--- config.mk ---
export PLATFORM = sky130hd
export DESIGN_NAME = linear_contrast_stretch
export DESIGN_NICKNAME = d
export VERILOG_FILES = /design/src/design/lcs_pkg.sv /design/src/design/linear_contrast_stretch.sv /design/src/design/lcs_front.sv /design/src/design/lcs_queue.sv /design/src/design/lcs_back.sv
export SDC_FILE = /design/constraint.sdc
export NUM_CORES = 1
export LEC_CHECK = 0
export BUFFER_PORTS_ARGS = -buffer_cell sky130_fd_sc_hd__buf_2
export CORE_AREA = 2 2 194 196
export CTS_CLUSTER_DIAMETER = 40
export DETAILED_ROUTE_END_ITERATION = 10
export DIE_AREA = 0 0 196 198
export GPL_TIMING_DRIVEN = 0
export SETUP_SLACK_MARGIN = 0.05
export SYNTH_ARGS = -nofsm -noshare
export SYNTH_HDL_FRONTEND = slang
export SYNTH_SLANG_ARGS = --single-unit
--- constraint.sdc ---
create_clock -name i_clk -period 17.05 [get_ports i_clk]
set_input_delay 0.8525 -clock i_clk [delete_from_list [all_inputs] [get_ports i_clk]]
set_output_delay 0.8525 -clock i_clk [all_outputs]
set_load 0.005 [all_outputs]
--- src/design/lcs_pkg.sv ---
`timescale 1ns / 1ps
`default_nettype none

package lcs_pkg;

    // Grey value width and the full-scale value.
    localparam int unsigned PIX_W = 8;
    localparam logic [PIX_W-1:0] PIX_MAX = 8'd255;
    localparam logic [PIX_W-1:0] PIX_MIN = 8'd0;

    // (pixel - min) * 255 is below 2^16; doubled plus the range stays below 2^17.
    localparam int unsigned NUM_W = 17;
    // Twice the range is at most 510.
    localparam int unsigned DEN_W = 9;
    // Divisor aligned to the top quotient bit.
    localparam int unsigned DSH_W = DEN_W + PIX_W - 1;
    // Counts the eight quotient steps.
    localparam int unsigned STEP_W = 3;
    localparam logic [STEP_W-1:0] LAST_STEP = 3'd7;

    // One map pixel with the range measured before it.
    typedef struct packed {
        logic [PIX_W-1:0] pixel;
        logic [PIX_W-1:0] lo;
        logic [PIX_W-1:0] hi;
    } t_job;

    // Handshake between the queue and the back end.
    typedef struct packed {
        logic empty;
        t_job head;
    } t_q_status;

endpackage

`default_nettype wire

--- src/design/linear_contrast_stretch.sv ---
`timescale 1ns / 1ps
`default_nettype none
// Throughput: measure pixels transfer one per cycle while the queue is not full; the back end
//   takes one map pixel at a time (pop, eight restoring-division steps, hand-off) and
//   skips the division steps when it bypasses the divider. A map pixel shows on o_valid
//   after its hand-off, plus any time it waits in the queue behind earlier map pixels.
// Reset (synchronous, active low): min 255, max 0, queue empty, no result valid.

module linear_contrast_stretch #(
    parameter int unsigned QUEUE_DEPTH = 4
) (
    input  wire logic                      i_clk,
    input  wire logic                      i_rst_n,
    input  wire logic                      i_valid,
    output logic                           o_stall,
    input  wire logic                      i_kind,
    input  wire logic [lcs_pkg::PIX_W-1:0] i_pixel,
    input  wire logic                      i_last,
    output logic                           o_valid,
    input  wire logic                      i_stall,
    output logic [lcs_pkg::PIX_W-1:0]      o_out_pixel
);

    // The front end tracks the running minimum and maximum and turns every map
    // pixel into a job that carries the range seen so far. A last flag on a map
    // pixel clears the range after that pixel's job has been built.
    // The queue lets measure pixels keep streaming while the divider is busy;
    // the input stalls only when the queue is full.
    // The back end computes (2 * (p - min) * 255 + range) / (2 * range), which
    // is the rounded-half-up stretch, with one quotient bit per cycle. Pixels at
    // or outside the range and empty or flat ranges skip the divider. A result
    // register at the output lets the back end finish its next job while a
    // transfer is still stalled downstream.

    logic               q_full;
    logic               push;
    logic               pop;
    lcs_pkg::t_job      job;
    lcs_pkg::t_q_status q_status;

    lcs_front u_front (
        .i_clk    (i_clk),
        .i_rst_n  (i_rst_n),
        .i_valid  (i_valid),
        .i_kind   (i_kind),
        .i_pixel  (i_pixel),
        .i_last   (i_last),
        .i_q_full (q_full),
        .o_stall  (o_stall),
        .o_push   (push),
        .o_job    (job)
    );

    lcs_queue #(
        .DEPTH (QUEUE_DEPTH)
    ) u_queue (
        .i_clk    (i_clk),
        .i_rst_n  (i_rst_n),
        .i_push   (push),
        .i_job    (job),
        .i_pop    (pop),
        .o_full   (q_full),
        .o_status (q_status)
    );

    lcs_back u_back (
        .i_clk       (i_clk),
        .i_rst_n     (i_rst_n),
        .i_status    (q_status),
        .o_pop       (pop),
        .i_stall     (i_stall),
        .o_valid     (o_valid),
        .o_out_pixel (o_out_pixel)
    );

endmodule

`default_nettype wire

--- src/design/lcs_front.sv ---
`timescale 1ns / 1ps
`default_nettype none

module lcs_front (
    input  wire logic                      i_clk,
    input  wire logic                      i_rst_n,
    input  wire logic                      i_valid,
    input  wire logic                      i_kind,
    input  wire logic [lcs_pkg::PIX_W-1:0] i_pixel,
    input  wire logic                      i_last,
    input  wire logic                      i_q_full,
    output logic                           o_stall,
    output logic                           o_push,
    output lcs_pkg::t_job                  o_job
);

    logic [lcs_pkg::PIX_W-1:0] r_min;
    logic [lcs_pkg::PIX_W-1:0] r_max;
    logic                      accept;

    assign o_stall = i_q_full;
    assign accept  = i_valid && !i_q_full;
    assign o_push  = accept && i_kind;

    // The job carries the range as it stands before a last flag clears it.
    assign o_job.pixel = i_pixel;
    assign o_job.lo    = r_min;
    assign o_job.hi    = r_max;

    always_ff @(posedge i_clk) begin
        if (!i_rst_n) begin
            r_min <= lcs_pkg::PIX_MAX;
            r_max <= lcs_pkg::PIX_MIN;
        end else if (accept) begin
            if (!i_kind) begin
                if (i_pixel < r_min) begin
                    r_min <= i_pixel;
                end
                if (i_pixel > r_max) begin
                    r_max <= i_pixel;
                end
            end else if (i_last) begin
                r_min <= lcs_pkg::PIX_MAX;
                r_max <= lcs_pkg::PIX_MIN;
            end
        end
    end

endmodule

`default_nettype wire

--- src/design/lcs_queue.sv ---
`timescale 1ns / 1ps
`default_nettype none

module lcs_queue #(
    parameter int unsigned DEPTH = 4
) (
    input  wire logic          i_clk,
    input  wire logic          i_rst_n,
    input  wire logic          i_push,
    input  wire lcs_pkg::t_job i_job,
    input  wire logic          i_pop,
    output logic               o_full,
    output lcs_pkg::t_q_status o_status
);

    localparam int unsigned PTR_W = (DEPTH > 1) ? $clog2(DEPTH) : 1;
    localparam int unsigned CNT_W = $clog2(DEPTH + 1);
    localparam logic [PTR_W-1:0] PTR_LAST = PTR_W'(DEPTH - 1);
    localparam logic [CNT_W-1:0] CNT_FULL = CNT_W'(DEPTH);

    lcs_pkg::t_job    r_mem [DEPTH];
    logic [PTR_W-1:0] r_wr_ptr;
    logic [PTR_W-1:0] r_rd_ptr;
    logic [CNT_W-1:0] r_count;

    assign o_full          = (r_count == CNT_FULL);
    assign o_status.empty  = (r_count == '0);
    assign o_status.head   = r_mem[r_rd_ptr];

    always_ff @(posedge i_clk) begin
        if (i_push) begin
            r_mem[r_wr_ptr] <= i_job;
        end
    end

    always_ff @(posedge i_clk) begin
        if (!i_rst_n) begin
            r_wr_ptr <= '0;
            r_rd_ptr <= '0;
            r_count  <= '0;
        end else begin
            if (i_push) begin
                r_wr_ptr <= (r_wr_ptr == PTR_LAST) ? '0 : r_wr_ptr + 1'b1;
            end
            if (i_pop) begin
                r_rd_ptr <= (r_rd_ptr == PTR_LAST) ? '0 : r_rd_ptr + 1'b1;
            end
            if (i_push && !i_pop) begin
                r_count <= r_count + 1'b1;
            end else if (!i_push && i_pop) begin
                r_count <= r_count - 1'b1;
            end
        end
    end

    a_no_overflow : assert property (@(posedge i_clk) disable iff (!i_rst_n)
        i_push |-> !o_full)
        else $error("queue written while full");

    a_no_underflow : assert property (@(posedge i_clk) disable iff (!i_rst_n)
        i_pop |-> !o_status.empty)
        else $error("queue read while empty");

    a_count_bound : assert property (@(posedge i_clk) disable iff (!i_rst_n)
        r_count <= CNT_FULL)
        else $error("queue count beyond depth");

endmodule

`default_nettype wire

--- src/design/lcs_back.sv ---
`timescale 1ns / 1ps
`default_nettype none

module lcs_back (
    input  wire logic                      i_clk,
    input  wire logic                      i_rst_n,
    input  wire lcs_pkg::t_q_status        i_status,
    output logic                           o_pop,
    input  wire logic                      i_stall,
    output logic                           o_valid,
    output logic [lcs_pkg::PIX_W-1:0]      o_out_pixel
);

    typedef enum logic [1:0] {
        S_IDLE,
        S_DIV,
        S_DONE
    } t_state;

    t_state                       r_state;
    logic [lcs_pkg::STEP_W-1:0]   r_step;
    logic [lcs_pkg::NUM_W-1:0]    r_rem;
    logic [lcs_pkg::DSH_W-1:0]    r_dsh;
    logic [lcs_pkg::PIX_W-1:0]    r_quo;
    logic                         r_out_valid;
    logic [lcs_pkg::PIX_W-1:0]    r_out_pixel;

    logic [lcs_pkg::PIX_W-1:0]    p;
    logic [lcs_pkg::PIX_W-1:0]    lo;
    logic [lcs_pkg::PIX_W-1:0]    hi;
    logic [lcs_pkg::PIX_W-1:0]    diff;
    logic [lcs_pkg::PIX_W-1:0]    delta;
    logic [lcs_pkg::NUM_W-1:0]    n_num;
    logic [lcs_pkg::DSH_W-1:0]    n_dsh;
    logic                         bypass;
    logic [lcs_pkg::PIX_W-1:0]    bypass_val;
    logic [lcs_pkg::NUM_W-1:0]    dsh_ext;
    logic                         fits;
    logic                         out_free;

    assign p     = i_status.head.pixel;
    assign lo    = i_status.head.lo;
    assign hi    = i_status.head.hi;
    assign diff  = hi - lo;
    assign delta = p - lo;

    // 2 * (p - lo) * 255 + diff, with the multiply by 255 as a shift and subtract.
    assign n_num = {({delta, lcs_pkg::PIX_W'(0)} - {8'd0, delta}), 1'b0}
                   + lcs_pkg::NUM_W'(diff);
    // Divisor 2 * diff, aligned to quotient bit 7.
    assign n_dsh = {diff, 1'b0, 7'd0};

    // Empty or flat range passes through; at or outside the range saturates.
    always_comb begin
        bypass     = 1'b1;
        bypass_val = p;
        if (lo >= hi) begin
            bypass_val = p;
        end else if (p <= lo) begin
            bypass_val = lcs_pkg::PIX_MIN;
        end else if (p >= hi) begin
            bypass_val = lcs_pkg::PIX_MAX;
        end else begin
            bypass = 1'b0;
        end
    end

    assign dsh_ext  = lcs_pkg::NUM_W'(r_dsh);
    assign fits     = (r_rem >= dsh_ext);
    assign out_free = !r_out_valid || !i_stall;
    assign o_pop    = (r_state == S_IDLE) && !i_status.empty;

    assign o_valid     = r_out_valid;
    assign o_out_pixel = r_out_pixel;

    always_ff @(posedge i_clk) begin
        if (!i_rst_n) begin
            r_state     <= S_IDLE;
            r_step      <= '0;
            r_out_valid <= 1'b0;
        end else begin
            // In the done state the result register is handled below.
            if (r_out_valid && !i_stall && (r_state != S_DONE)) begin
                r_out_valid <= 1'b0;
            end
            case (r_state)
                S_IDLE: begin
                    if (!i_status.empty) begin
                        r_step <= '0;
                        r_rem  <= n_num;
                        r_dsh  <= n_dsh;
                        r_quo  <= bypass_val;
                        r_state <= bypass ? S_DONE : S_DIV;
                    end
                end
                S_DIV: begin
                    if (fits) begin
                        r_rem <= r_rem - dsh_ext;
                    end
                    r_quo  <= {r_quo[lcs_pkg::PIX_W-2:0], fits};
                    r_dsh  <= r_dsh >> 1;
                    r_step <= r_step + 1'b1;
                    if (r_step == lcs_pkg::LAST_STEP) begin
                        r_state <= S_DONE;
                    end
                end
                S_DONE: begin
                    if (out_free) begin
                        r_out_valid <= 1'b1;
                        r_out_pixel <= r_quo;
                        r_state     <= S_IDLE;
                    end
                end
                default: begin
                    r_state <= S_IDLE;
                end
            endcase
        end
    end

    a_div_has_divisor : assert property (@(posedge i_clk) disable iff (!i_rst_n)
        (r_state == S_DIV && r_step == '0) |-> (r_dsh != '0))
        else $error("division started with a zero range");

    a_div_ends_done : assert property (@(posedge i_clk) disable iff (!i_rst_n)
        (r_state == S_DIV && r_step == lcs_pkg::LAST_STEP) |=> (r_state == S_DONE))
        else $error("division did not finish after eight steps");

    a_load_only_from_done : assert property (@(posedge i_clk) disable iff (!i_rst_n)
        ($rose(r_out_valid)) |-> ($past(r_state) == S_DONE))
        else $error("result loaded outside the done state");

endmodule

`default_nettype wire
* After elaboration in Yosys (flattened, before gate mapping)
Memories as Yosys holds them, arrays and structs flattened. A register that Yosys moved wholly into a read port is not among the register bits.
Cells that the tools add are included.
** Cells by class
- Add/subtract/negate cells :: 10
- Muxes and demuxes :: 37
- Reduce and logical (&&, ||, !) cells :: 27
- $lt $le $gt $ge :: 6
- Eq/ne operators :: 12
** Operators by type and width (number)
- $mux 8 :: 10
- $mux 17 :: 2
- $pmux 17 s2 :: 1
- $pmux 16 s2 :: 1
- $add 17x8->17 :: 1
- $ge 17x16->1 :: 1
- $sub 17x16->17 :: 1
- $ge 8x8->1 :: 2
- $mux 16 :: 1
- $mux 2 :: 8
- $pmux 8 s2 :: 1
- $sub 16x8->16 :: 1
- $sub 8x8->8 :: 2
- $reduce_and 3->1 :: 5
- $mux 3 :: 3
- $gt 8x8->1 :: 1
- $le 8x8->1 :: 1
- $lt 8x8->1 :: 1
- $mux 1 :: 8
- $ne 2x1->1 const B :: 4
- $reduce_bool 2->1 :: 4
- $logic_and 1x1->1 :: 7
- $add 3x1->3 const B :: 2
- $eq 2x2->1 const B :: 3
- 13 further kinds :: 21
** Word-level totals
- Register bits after elaboration :: 78
- Logic and storage cells :: 105
- Input port bits :: 14
- Memories :: 1
- RAM bits :: 96
** Memory list
- u_queue.r_mem :: words 4, width 24, read ports 1, clocked after Yosys merged registers in 1, write ports 1, RTL line lcs_queue.sv:21 : lcs_pkg::t_job r_mem [DEPTH];

* Depth between registers and ports, before layout
Gate-level depths: netlist of the first run.
- Word-level depth :: 8
- Gate-level depth with buffers :: 22
- Gate-level depth less buffers :: 19

* Hierarchy
Synthesis of the first run repeated with hierarchy kept, for this count alone.
** Second synthesis, totals
- Cell total of the unflattened synthesis :: 810
- Area, all modules :: 9877.0 um^2
** By module, submodules not included
- lcs_back :: cells each 495, instances 1, area each 4683.2 um^2
- lcs_queue :: cells each 170, instances 1, area each 3961.3 um^2
- lcs_front :: cells each 145, instances 1, area each 1232.4 um^2

* Worst setup path after synthesis of the first run
OpenSTA, ideal clock, no wires.
- Kind :: register -> register
- From :: register (tool-made name)
- To :: register u_back.r_rem[14] in the netlist's numbering, data pin
- Slack :: 11.381 ns
- Stages on the path, launching flop included :: 22
- Required time :: 16.781 ns
- Buffers on the path :: 4
- Arrival :: 5.400 ns
- Setup time :: 0.269 ns
- Period minus slack after synthesis :: 5.669 ns
- Cell sequence :: dfxtp_1 clkbuf_1 buf_1 clkbuf_1 mux4_2 ha_1 inv_1 fa_1 nor2_1 nand2_1 or2_2 clkbuf_1 nor2_1 xor2_1 ha_1 o21ai_0 nand2b_1 and2_1 nand2_1 or3_4 xnor2_1 mux2i_1
** RTL lines
- end signal: assignment :: RTL line lcs_back.sv:90 : r_rem <= n_num;
- end signal: assignment :: RTL line lcs_back.sv:98 : r_rem <= r_rem - dsh_ext;
- end: declaration :: RTL line lcs_back.sv:22 : logic [lcs_pkg::NUM_W-1:0] r_rem;

==> qor.yml, run 1 <==
sta:
  slew_viol_final: 0
  finalHoldViolations: 0
  slew_headroom_pct: 15.74
  finalSetupViolCount: 0
  fin_crit_ps: 6660
  tns_ps: 0
  rsz0062_at_grt: "no"
  min_period_over_period_pct: 39.06
  skew_ps: 16.91
  worstMarginPinSlew_ps: 1264
  max_freq_mhz: 150.1
synth:
  ys_ff_latch: 176
  ys_warn_count: 0
  netlist_area_um2: 9437
  synth.top_cell.area_share_pct: 46.14
  synth_area_leader_cell: "edfxtp_1"
  avgSynthCellArea_um2: 11.98
  netlist_instances: 788
  yosysSeqAreaShare_pct: 52.72
  synthFlopType: "edfxtp_1"
  yosysUniqueCellTypes: 60
  synthArstFlopShare_pct: 0
  synth-edff-count: 145
  ys_top_cells_by_area: "edfxtp_1 (46%), ha_1 (9.7%), dfxtp_1 (6.6%)"
  synth_fp_nets: 880
clock_tree:
  clockBufferDepth: 2
  post_cts_resized: 0
  clock_latency_ps: 440
  ctsHtreeMaxLevel: 4
  cts_tree: "built"
  cts_hold_buf: 0
  clkTransAtPathRegs_ps: 70
  cts_buffers: 17
  postCtsSetupRepairBufs: 0
  cts_num_sinks: 176
  cts_root_buf: "clkbuf_16"
drt:
  route.met3.wl_um: 749
  firstDrtPassIters: 5
  via_count: 6136
  wl_met2_um: 9651
  wirelength_um: 20540
  wl_per_cell_um: 15.58
  top_layer_used: "met4"
  drc: 0
  wl_met1_um: 9694
  via_per_inst: 4.656
  drtIter0Drc: 442
  antenna_left: 0
global_route:
  grt_max_degree: 26
  grt_pass1_wl_um: 32950
  antenna_found_initial: 0
  grt_pass1_vias: 6120
  overflow: 0
  grt_usage_pct: 10.98
finish:
  final_common_cell: "edfxtp_1"
  num_antenna_cells: 0
  drive_gt1_share_pct: 10.55
  area_growth_pct: 14.11
  layout_common_cells: "edfxtp_1 (145), ha_1 (73), inv_1 (65)"
  fin_nets: 923
placement:
  place.gp.congestion: 0.8503
  port_buffers: 23
  hpwlAfterDp_um: 15110
setup_path:
  r2r_cells: 19
  worstSetupPathType: "reg2reg"
  crit_path_end_kind: "flop"
  reg2reg_slack_ps: 10390
  timing.rr.end: "u_back.r_rem[14]"
  arrival_ps: 6820
  start_kind: "flop"
  crit_path_max_fanout: 10
  crit_required_ps: 17210
floorplan:
  die_area_um2: 38810
  core_area_um2: 36960
  rows: 71
  die_w_um: 196
  design.portCount: 24
  start_util_pct: 25.53
  die_y_um: 198
worst_hold_path:
  hold_class: "reg2reg"
  min_from: "u_back.r_quo[7]"
  min_to: "u_back.o_out_pixel[7]"
  hold_depth: 0
run_status:
  status: "finished, final reports clean"
flow_run:
  drv_cap: 0
## final cells by class
cell class	instances	area [µm²]
Inverter	66	247.7
Clock buffer	23	490.5
Timing Repair Buffer	24	130.1
Sequential cell	176	4975
Tap cell	474	593.1
Buffer	20	77.57
Multi-Input combinational cell	526	4139
Fill cell	3791	26190
Clock inverter	9	115.1
## layer usage
| metal | up-vias | track usage (%) |
|---|---|---|
| li1 | 3005 | - |
| met1 | 2980 | 14.24 |
| met2 | 115 | 18.32 |
| met3 | 36 | 2.078 |
| met4 | 0 | 3.956 |
| met5 | - | 0 |
## worst max-delay path by stage
stage,start,end
after floorplan,flop,u_back.r_rem[14]
after global placement,flop,u_back.r_rem[14]
after detailed placement,flop,u_back.r_rem[14]
after CTS,flop,u_back.r_rem[14]
after global routing,flop,u_back.r_rem[14]
final,flop,u_back.r_rem[14]
## cells by family after synthesis
kind of cell | share of synthesized area [%]
adder cells (fa/ha/maj) | 10.74
XOR/XNOR | 4.071
multiplexers | 6.683
AND/OR/NAND/NOR | 10.69
flip-flops | 52.72
buffers and inverters | 3.447
AO/OA/AOI/OAI | 11.65
## synth_stat cells, types with 2 or more instances
library cell,instances
fa_1,5
a22oi_1,3
a31oi_1,4
o21a_1,9
ha_1,73
nor4_1,3
xnor2_1,25
or4_1,4
a21o_1,16
nand2b_1,12
inv_1,65
nand3_1,7
or3_1,5
o22a_1,7
nor2_1,48
nand4_1,16
o31ai_1,3
o22ai_1,5
o41ai_1,2
mux4_2,24
a21boi_0,11
nor3b_1,2
and2_1,5
nor2b_1,19
a211oi_1,2
dfxtp_1,31
o21ai_0,43
nor3_1,15
and3_1,6
mux2i_1,9
clkbuf_1,17
or2_2,3
a21oi_1,43
buf_2,2
a211oi_2,2
a2111oi_0,2
nand2_1,54
o21bai_1,3
xor2_1,17
edfxtp_1,145
o21ai_1,2
## stage by stage
step	hold WS [ps]	utilization (%)	cells	worst slack [ps]	area [µm²]
3_3_place_gp	402.9	27.45	1285	10390	10140
2_1_floorplan	400.3	-	788	11380	9437
6_report	428.4	29.14	1318	10390	10770
5_1_grt	451.5	29.14	1318	9747	10770
3_5_place_dp	411.9	27.50	1286	10380	10160
4_1_cts	430.4	29.14	1318	10360	10770
## worst max-delay path, stage by stage, from the launching register on
cell and delay, ps:
dfxtp_1 310, clkbuf_1 360, buf_1 650, clkbuf_1 720, mux4_2 630, inv_1 210, ha_1 290, nand2b_1 120
a21oi_1 90, o311ai_0 990, a21oi_1 210, xnor2_1 190, ha_1 340, o21ai_0 80, nand2b_1 100, and2_1 200
nand2_1 150, or3_4 430, xnor2_1 200, mux2i_1 100
## state kept, by name, indices dropped and copies added (netlist names), 2 cells and up, named ones only
register / cells
u_queue.r_wr_ptr: 2
u_back.r_state: 2
u_front.r_min: 8
u_queue.r_count: 3
u_queue.r_mem: 96
u_back.o_out_pixel: 8
u_back.r_step: 3
u_queue.r_rd_ptr: 2
u_back.r_dsh: 16
u_back.r_rem: 17
u_front.r_max: 8
u_back.r_quo: 8
Power of run 1 is left out: the tool's default activity adds up to more than one toggle a clock period on the data nets, which glitch-free logic cannot reach.
==> run 2: changes to the inputs <==
Clock period 17.05 ns to 5.67 ns, I/O delays scaled along.
==> run 2 against run 1 <==
Against the previous run:
- flip-flop and latch count did not move
- core utilization barely moved
- via count fell by 0.91%
- critical path depth rose by 1
- sequential share of layout area rose by 0.090 points
- non-clock buffer count fell by 2
- maximum frequency rose by 27%
- clock skew fell by 3.5 ps
- critical path type unchanged
==> qor.yml, run 2 (synthesis results as in run 1) <==
drt:
  firstDrtPassIters: 4  # -1
  wl_per_cell_um: 15.60  # about the same
  antenna_left: 0  # unchanged
  via_per_inst: 4.620  # -0.76%
  drc: 0  # unchanged
  drtIter0Drc: 419  # -5.2%
  via_count: 6080  # -0.91%
  wirelength_um: 20530  # about the same
setup_path:
  worstSetupPathType: "reg2reg"
  crit_path_end_kind: "flop"
  crit_required_ps: 5840  # -11370 ps
  start_kind: "flop"
  arrival_ps: 5430  # -1390 ps
  crit_path_max_fanout: 10  # unchanged
run_status:
  status: "finished, final reports clean"
placement:
  postPlaceCellArea_um2: 10150  # -0.13%
  port_buffers: 23  # unchanged
  place.gp.congestion: 0.8443  # -0.71%
  dpl.cell_count: 1285  # -0.078%
  hpwlAfterDp_um: 15380  # +1.8%
worst_hold_path:
  hold_class: "in2reg"
floorplan:
  die_w_um: 196  # unchanged
  core_area_um2: 36960  # unchanged
  design.portCount: 24  # unchanged
  die_area_um2: 38810  # unchanged
  rows: 71  # unchanged
  start_util_pct: 25.53  # unchanged
  die_y_um: 198  # unchanged
clock_tree:
  clockBufferDepth: 2  # unchanged
  cts_num_sinks: 176  # unchanged
  clock_latency_ps: 440  # about the same
  cts_root_buf: "clkbuf_16"
  ctsHtreeMaxLevel: 4  # unchanged
  cts_tree: "built"
  cts_buffers: 17  # unchanged
  cts_hold_buf: 0  # unchanged
  clkTransAtPathRegs_ps: 80  # about the same
sta:
  slew_viol_final: 0  # unchanged
  slew_headroom_pct: 13.07  # -2.7 points
  finalHoldViolations: 0  # unchanged
  max_freq_mhz: 190.2  # +27%
  fin_crit_ps: 5257  # -1403 ps
  min_period_over_period_pct: 92.71  # +54 points
  rsz0062_at_grt: "no"
  skew_ps: 13.38  # -3.533 ps
  finalSetupViolCount: 0  # unchanged
  worstMarginPinSlew_ps: 1304  # +40.10 ps
global_route:
  grt_max_degree: 26  # unchanged
  grt_usage_pct: 11.03  # +0.043 points
  overflow: 0  # unchanged
  antenna_found_initial: 0  # unchanged
  grt_pass1_vias: 6051  # -1.1%
  grt_pass1_wl_um: 32510  # -1.3%
finish:
  reg.largest.list: "u_queue.r_mem: 96 flops, u_back.r_rem: 17 flops, u_back.r_dsh: 16 flops"
  area_growth_pct: 14.00  # about the same
  largest_reg_flops: 96  # unchanged
  regMostFlops: "u_queue.r_mem"
  drive_gt1_share_pct: 11.76  # +1.2 points
  final_common_cell: "edfxtp_1"
  instances_no_fill: 1316  # -0.15%
  finalInstanceArea_um2: 10760  # about the same
  fin_nets: 921  # -0.22%
  num_antenna_cells: 0  # unchanged
  layout_common_cells: "edfxtp_1 (145), ha_1 (73), inv_1 (65)"
flow_run:
  drv_cap: 0  # unchanged
-- run 2: cell types whose count changed in the layout (fill, tap and decap cells not counted), sizes merged --
cell,previous run,this run
clkinvlp,0,3
clkinv,3,4
clkbuf,40,34
inv,71,72
bufinv,1,0
-- run 2: final timing paths --
kind	from	endpoint	slack, ps	depth (start not counted)
setup reg to reg	flop	u_back.r_rem[14]	410	20
hold reg to reg	u_back.r_quo[5]	u_back.o_out_pixel[5]	460	0
setup / recovery	flop	u_back.r_rem[14]	410	20
hold / removal	i_stall	u_back.r_state[1]	140	3
-- run 2: per-layer routing --
layer	routed length [µm]	share of wire (%)	global-route usage, %	vias to the layer above
met5	0	0	0	-
met4	306	1.5	3.620	0
met3	914	4.5	2.197	17
met2	9846	48	18.54	109
met1	9459	46	14.24	2957
li1	-	-	-	2997
-- run 2: timing repair --
item,4_1_cts,5_1_grt
endpoints found under the setup margin,10,6
gates resized for setup,11,11
buffers inserted,0,0
-- run 2: per-stage QoR --
step	TNS (ps)	utilization [%]	setup slack, ps	hold WS (ps)
6_report	0	29.11	413.2	138.3
5_1_grt	0	29.11	64.01	138.7
4_1_cts	0	29.03	122.5	118.1
3_5_place_dp	-4383	27.46	-751.1	440.9
3_3_place_gp	-4577	27.45	-758.6	433.4
2_1_floorplan	0	-	207.1	382.4
-- run 2: layout make-up --
| cell class | instances | area [µm²] |
|---|---|---|
| inverter | 66 | 247.7 |
| clock inverter | 13 | 122.6 |
| sequential | 176 | 4980 |
| timing repair buffer | 23 | 115.1 |
| fill | 3826 | 26200 |
| buffer | 19 | 96.34 |
| multi-input combinational | 526 | 4160 |
| clock buffer | 19 | 442.9 |
| tap | 474 | 593.1 |
-- run 2: critical path, stage by stage, from the launching register on --
cell,delay [ps]
dfxtp_4,420
buf_6,210
buf_6,220
mux4_2,600
ha_1,220
inv_1,60
fa_1,470
nor2_1,200
nand2_1,160
or2_2,300
clkbuf_1,160
nor2_1,190
xor2_1,90
ha_1,350
o21ai_0,100
nand2b_1,100
and2_1,230
nand2_1,170
or3_4,450
xnor2_1,190
mux2i_1,100
Power of run 2 is left out for the same reason.
==> run 3: changes to the inputs <==
Settings changed: ABC_AREA set to 1, CORE_AREA 2 2 194 196 to 2 2 197 199, DIE_AREA 0 0 196 198 to 0 0 199 201.
==> run 3 against run 2 <==
Against the previous run:
- routed wire length up 14%
- maximum frequency up 2.0%
- global-route usage increased by 1.0 points
- sequential share of layout area is 2.1 points lower
- die area grew 3.1%
- critical path depth is 5 higher
- flip-flop and latch count unchanged
- first-iteration DRC count grew 23%
- clock skew grew 3.6 ps
- synthesized cell count rose by 30%
- core utilization increased by 0.42 points
- worst setup slack gained 100 ps
==> qor.yml, run 3 <==
finish:
  drive_gt1_share_pct: 9.779  # -2.0 points
  final_common_cell: "nand2_1"
  reg.largest.list: "u_queue.r_mem: 96 flops, u_back.r_rem: 17 flops, u_back.r_dsh: 16 flops"
  layout_common_cells: "nand2_1 (202), edfxtp_1 (145), inv_1 (130)"
  regMostFlops: "u_queue.r_mem"
  fin_nets: 1163  # +26%
  largest_reg_flops: 96  # unchanged
  num_antenna_cells: 0  # unchanged
  area_growth_pct: 15.34
synth:
  synthFlopType: "edfxtp_1"
  yosysUniqueCellTypes: 50  # -17%
  synth_fp_nets: 1119  # +27%
  synth.most_common_cell: "nand2_1"
  synthTopCellsByCount: "nand2_1 (202), edfxtp_1 (145), inv_1 (130), o21ai_0 (84), a21oi_1 (79)"
  synth_area_leader_cell: "edfxtp_1"
  ys_top_cells_by_area: "edfxtp_1 (45%), ha_1 (9.4%), nand2_1 (7.8%)"
  ys_warn_count: 0  # unchanged
  synth.top_cell.area_share_pct: 44.63  # -1.5 points
  avgSynthCellArea_um2: 9.499  # -21%
  netlist_area_um2: 9756  # +3.4%
  netlist_instances: 1027  # +30%
  synth-edff-count: 145  # unchanged
  synthArstFlopShare_pct: 0  # unchanged
  yosysSeqAreaShare_pct: 50.99  # -1.7 points
  ys_ff_latch: 176  # unchanged
sta:
  slew_headroom_pct: 44.74  # +32 points
  skew_ps: 17.00  # +3.627 ps
  rsz0062_at_grt: "no"
  tns_ps: 0  # unchanged
  fin_crit_ps: 5155  # -102.0 ps
  max_freq_mhz: 194.0  # +2.0%
  min_period_over_period_pct: 90.91  # -1.8 points
  slew_viol_final: 0  # unchanged
  worstMarginPinSlew_ps: 826.9  # -477.0 ps
  finalSetupViolCount: 0  # unchanged
  finalHoldViolations: 0  # unchanged
run_status:
  status: "finished, final reports clean"
clock_tree:
  cts_tree: "built"
  cts_buffers: 17  # unchanged
  cts_hold_buf: 0  # unchanged
  cts_root_buf: "clkbuf_16"
  clock_latency_ps: 440  # about the same
  postCtsSetupRepairBufs: 0  # unchanged
  ctsHtreeMaxLevel: 4  # unchanged
  clkTransAtPathRegs_ps: 80  # about the same
  clockBufferDepth: 2  # unchanged
  cts_num_sinks: 176  # unchanged
worst_hold_path:
  hold_depth: 1  # -2
  min_from: "i_pixel[0]"
  min_to: "u_queue.r_mem[0][16]"
  hold_class: "in2reg"
global_route:
  grt_pass1_wl_um: 37500  # +15%
  grt_usage_pct: 12.05  # +1.0 points
  antenna_found_initial: 0  # unchanged
  overflow: 0  # unchanged
  grt_pass1_vias: 7020  # +16%
  grt_max_degree: 25  # -3.8%
floorplan:
  design.portCount: 24  # unchanged
  core_area_um2: 38110  # +3.1%
  start_util_pct: 25.60  # +0.066 points
  die_area_um2: 40000  # +3.1%
  die_y_um: 201  # +1.5%
  rows: 72  # +1.4%
  die_w_um: 199  # +1.5%
drt:
  via_count: 7315  # +20%
  via_per_inst: 4.566  # -1.2%
  wl_per_cell_um: 14.59  # -6.5%
  wirelength_um: 23370  # +14%
  firstDrtPassIters: 5  # +1
  drtIter0Drc: 517  # +23%
  drc: 0  # unchanged
  antenna_left: 0  # unchanged
setup_path:
  reg2reg_slack_ps: 520  # +100 ps
  r2r_cells: 25  # +25%
  arrival_ps: 5350  # -80 ps
  start_kind: "flop"
  worstSetupPathType: "reg2reg"
  crit_required_ps: 5870  # +30 ps
  timing.rr.end: "u_back.r_rem[15]"
  crit_path_max_fanout: 10  # unchanged
  crit_path_end_kind: "flop"
placement:
  port_buffers: 22  # -4.3%
  hpwlAfterDp_um: 17300  # +13%
  place.gp.congestion: 0.8380  # -0.75%
flow_run:
  drv_cap: 0  # unchanged
run 3: how the worst max path moves through the flow:
stage	slack, ps	start	to	cells past startpoint
final	520	flop	u_back.r_rem[15]	25
after global routing	100	flop	u_back.r_rem[15]	25
after CTS	180	flop	u_back.r_rem[14]	25
after detailed placement	190	flop	u_back.r_rem[14]	25
after global placement	310	flop	u_back.r_rem[14]	25
after floorplan	1460	flop	u_back.r_rem[14]	25
run 3: area by class of cell:
class | instances | area, µm²
multi-input combinational | 689 | 4180
clock inverter | 15 | 234.0
timing repair buffer | 25 | 155.1
buffer | 28 | 131.4
tap | 518 | 648.1
inverter | 134 | 503.0
fill | 3971 | 26850
sequential | 176 | 4975
clock buffer | 17 | 425.4
run 3: what timing repair did:
| action | CTS | global route |
|---|---|---|
| endpoints found under the setup margin | 0 | 9 |
| endpoints found under the hold margin | 0 | 0 |
| gates resized for setup | 0 | 5 |
run 3: metrics by stage:
stage                     cell area (µm²)  hold slack, ps  setup WS, ps  instances  util [%]
final                               11250           105.0         515.2       1602     29.53
after global placement              10510           404.3         306.0       1567     27.59
after detailed placement            10590           409.3         190.8       1570     27.79
after CTS                           11250           97.14         175.8       1602     29.52
after global routing                11250           120.1         101.3       1602     29.53
after floorplan                      9756           382.4          1456       1027         -
run 3: layer usage:
metal | up-vias | global-route usage (%) | routed length, µm
li1 | 3640 | - | -
met1 | 3505 | 16.77 | 11220
met2 | 152 | 19.37 | 10870
met3 | 18 | 2.117 | 1024
met4 | 0 | 2.932 | 259
met5 | - | 0 | 0
run 3: kinds of logic after synthesis:
group / synth area share, %
AOI/OAI and AO/OA: 14.02
buffers and inverters: 6.477
and+or+nand+nor: 16.51
xor gates and xnor gates: 1.616
adders and majority gates: 10.39
DFF: 50.99
run 3: worst max-delay path, stage by stage (launching register included):
cell,delay [ps]
dfxtp_1,390
clkbuf_1,440
clkbuf_1,470
o21ai_0,170
o22ai_1,440
ha_1,240
inv_1,50
fa_1,410
or2_4,260
nand2_4,90
nand2_2,70
nor2_4,140
xnor2_1,130
inv_1,100
ha_1,340
nand2_1,90
nand2_1,50
a31oi_1,220
o21ai_0,180
a21o_1,200
nand2_2,110
nor2_4,60
nand2_1,70
nand2_1,50
nand3_1,80
nand2_1,50
Power of run 3 is left out for the same reason.
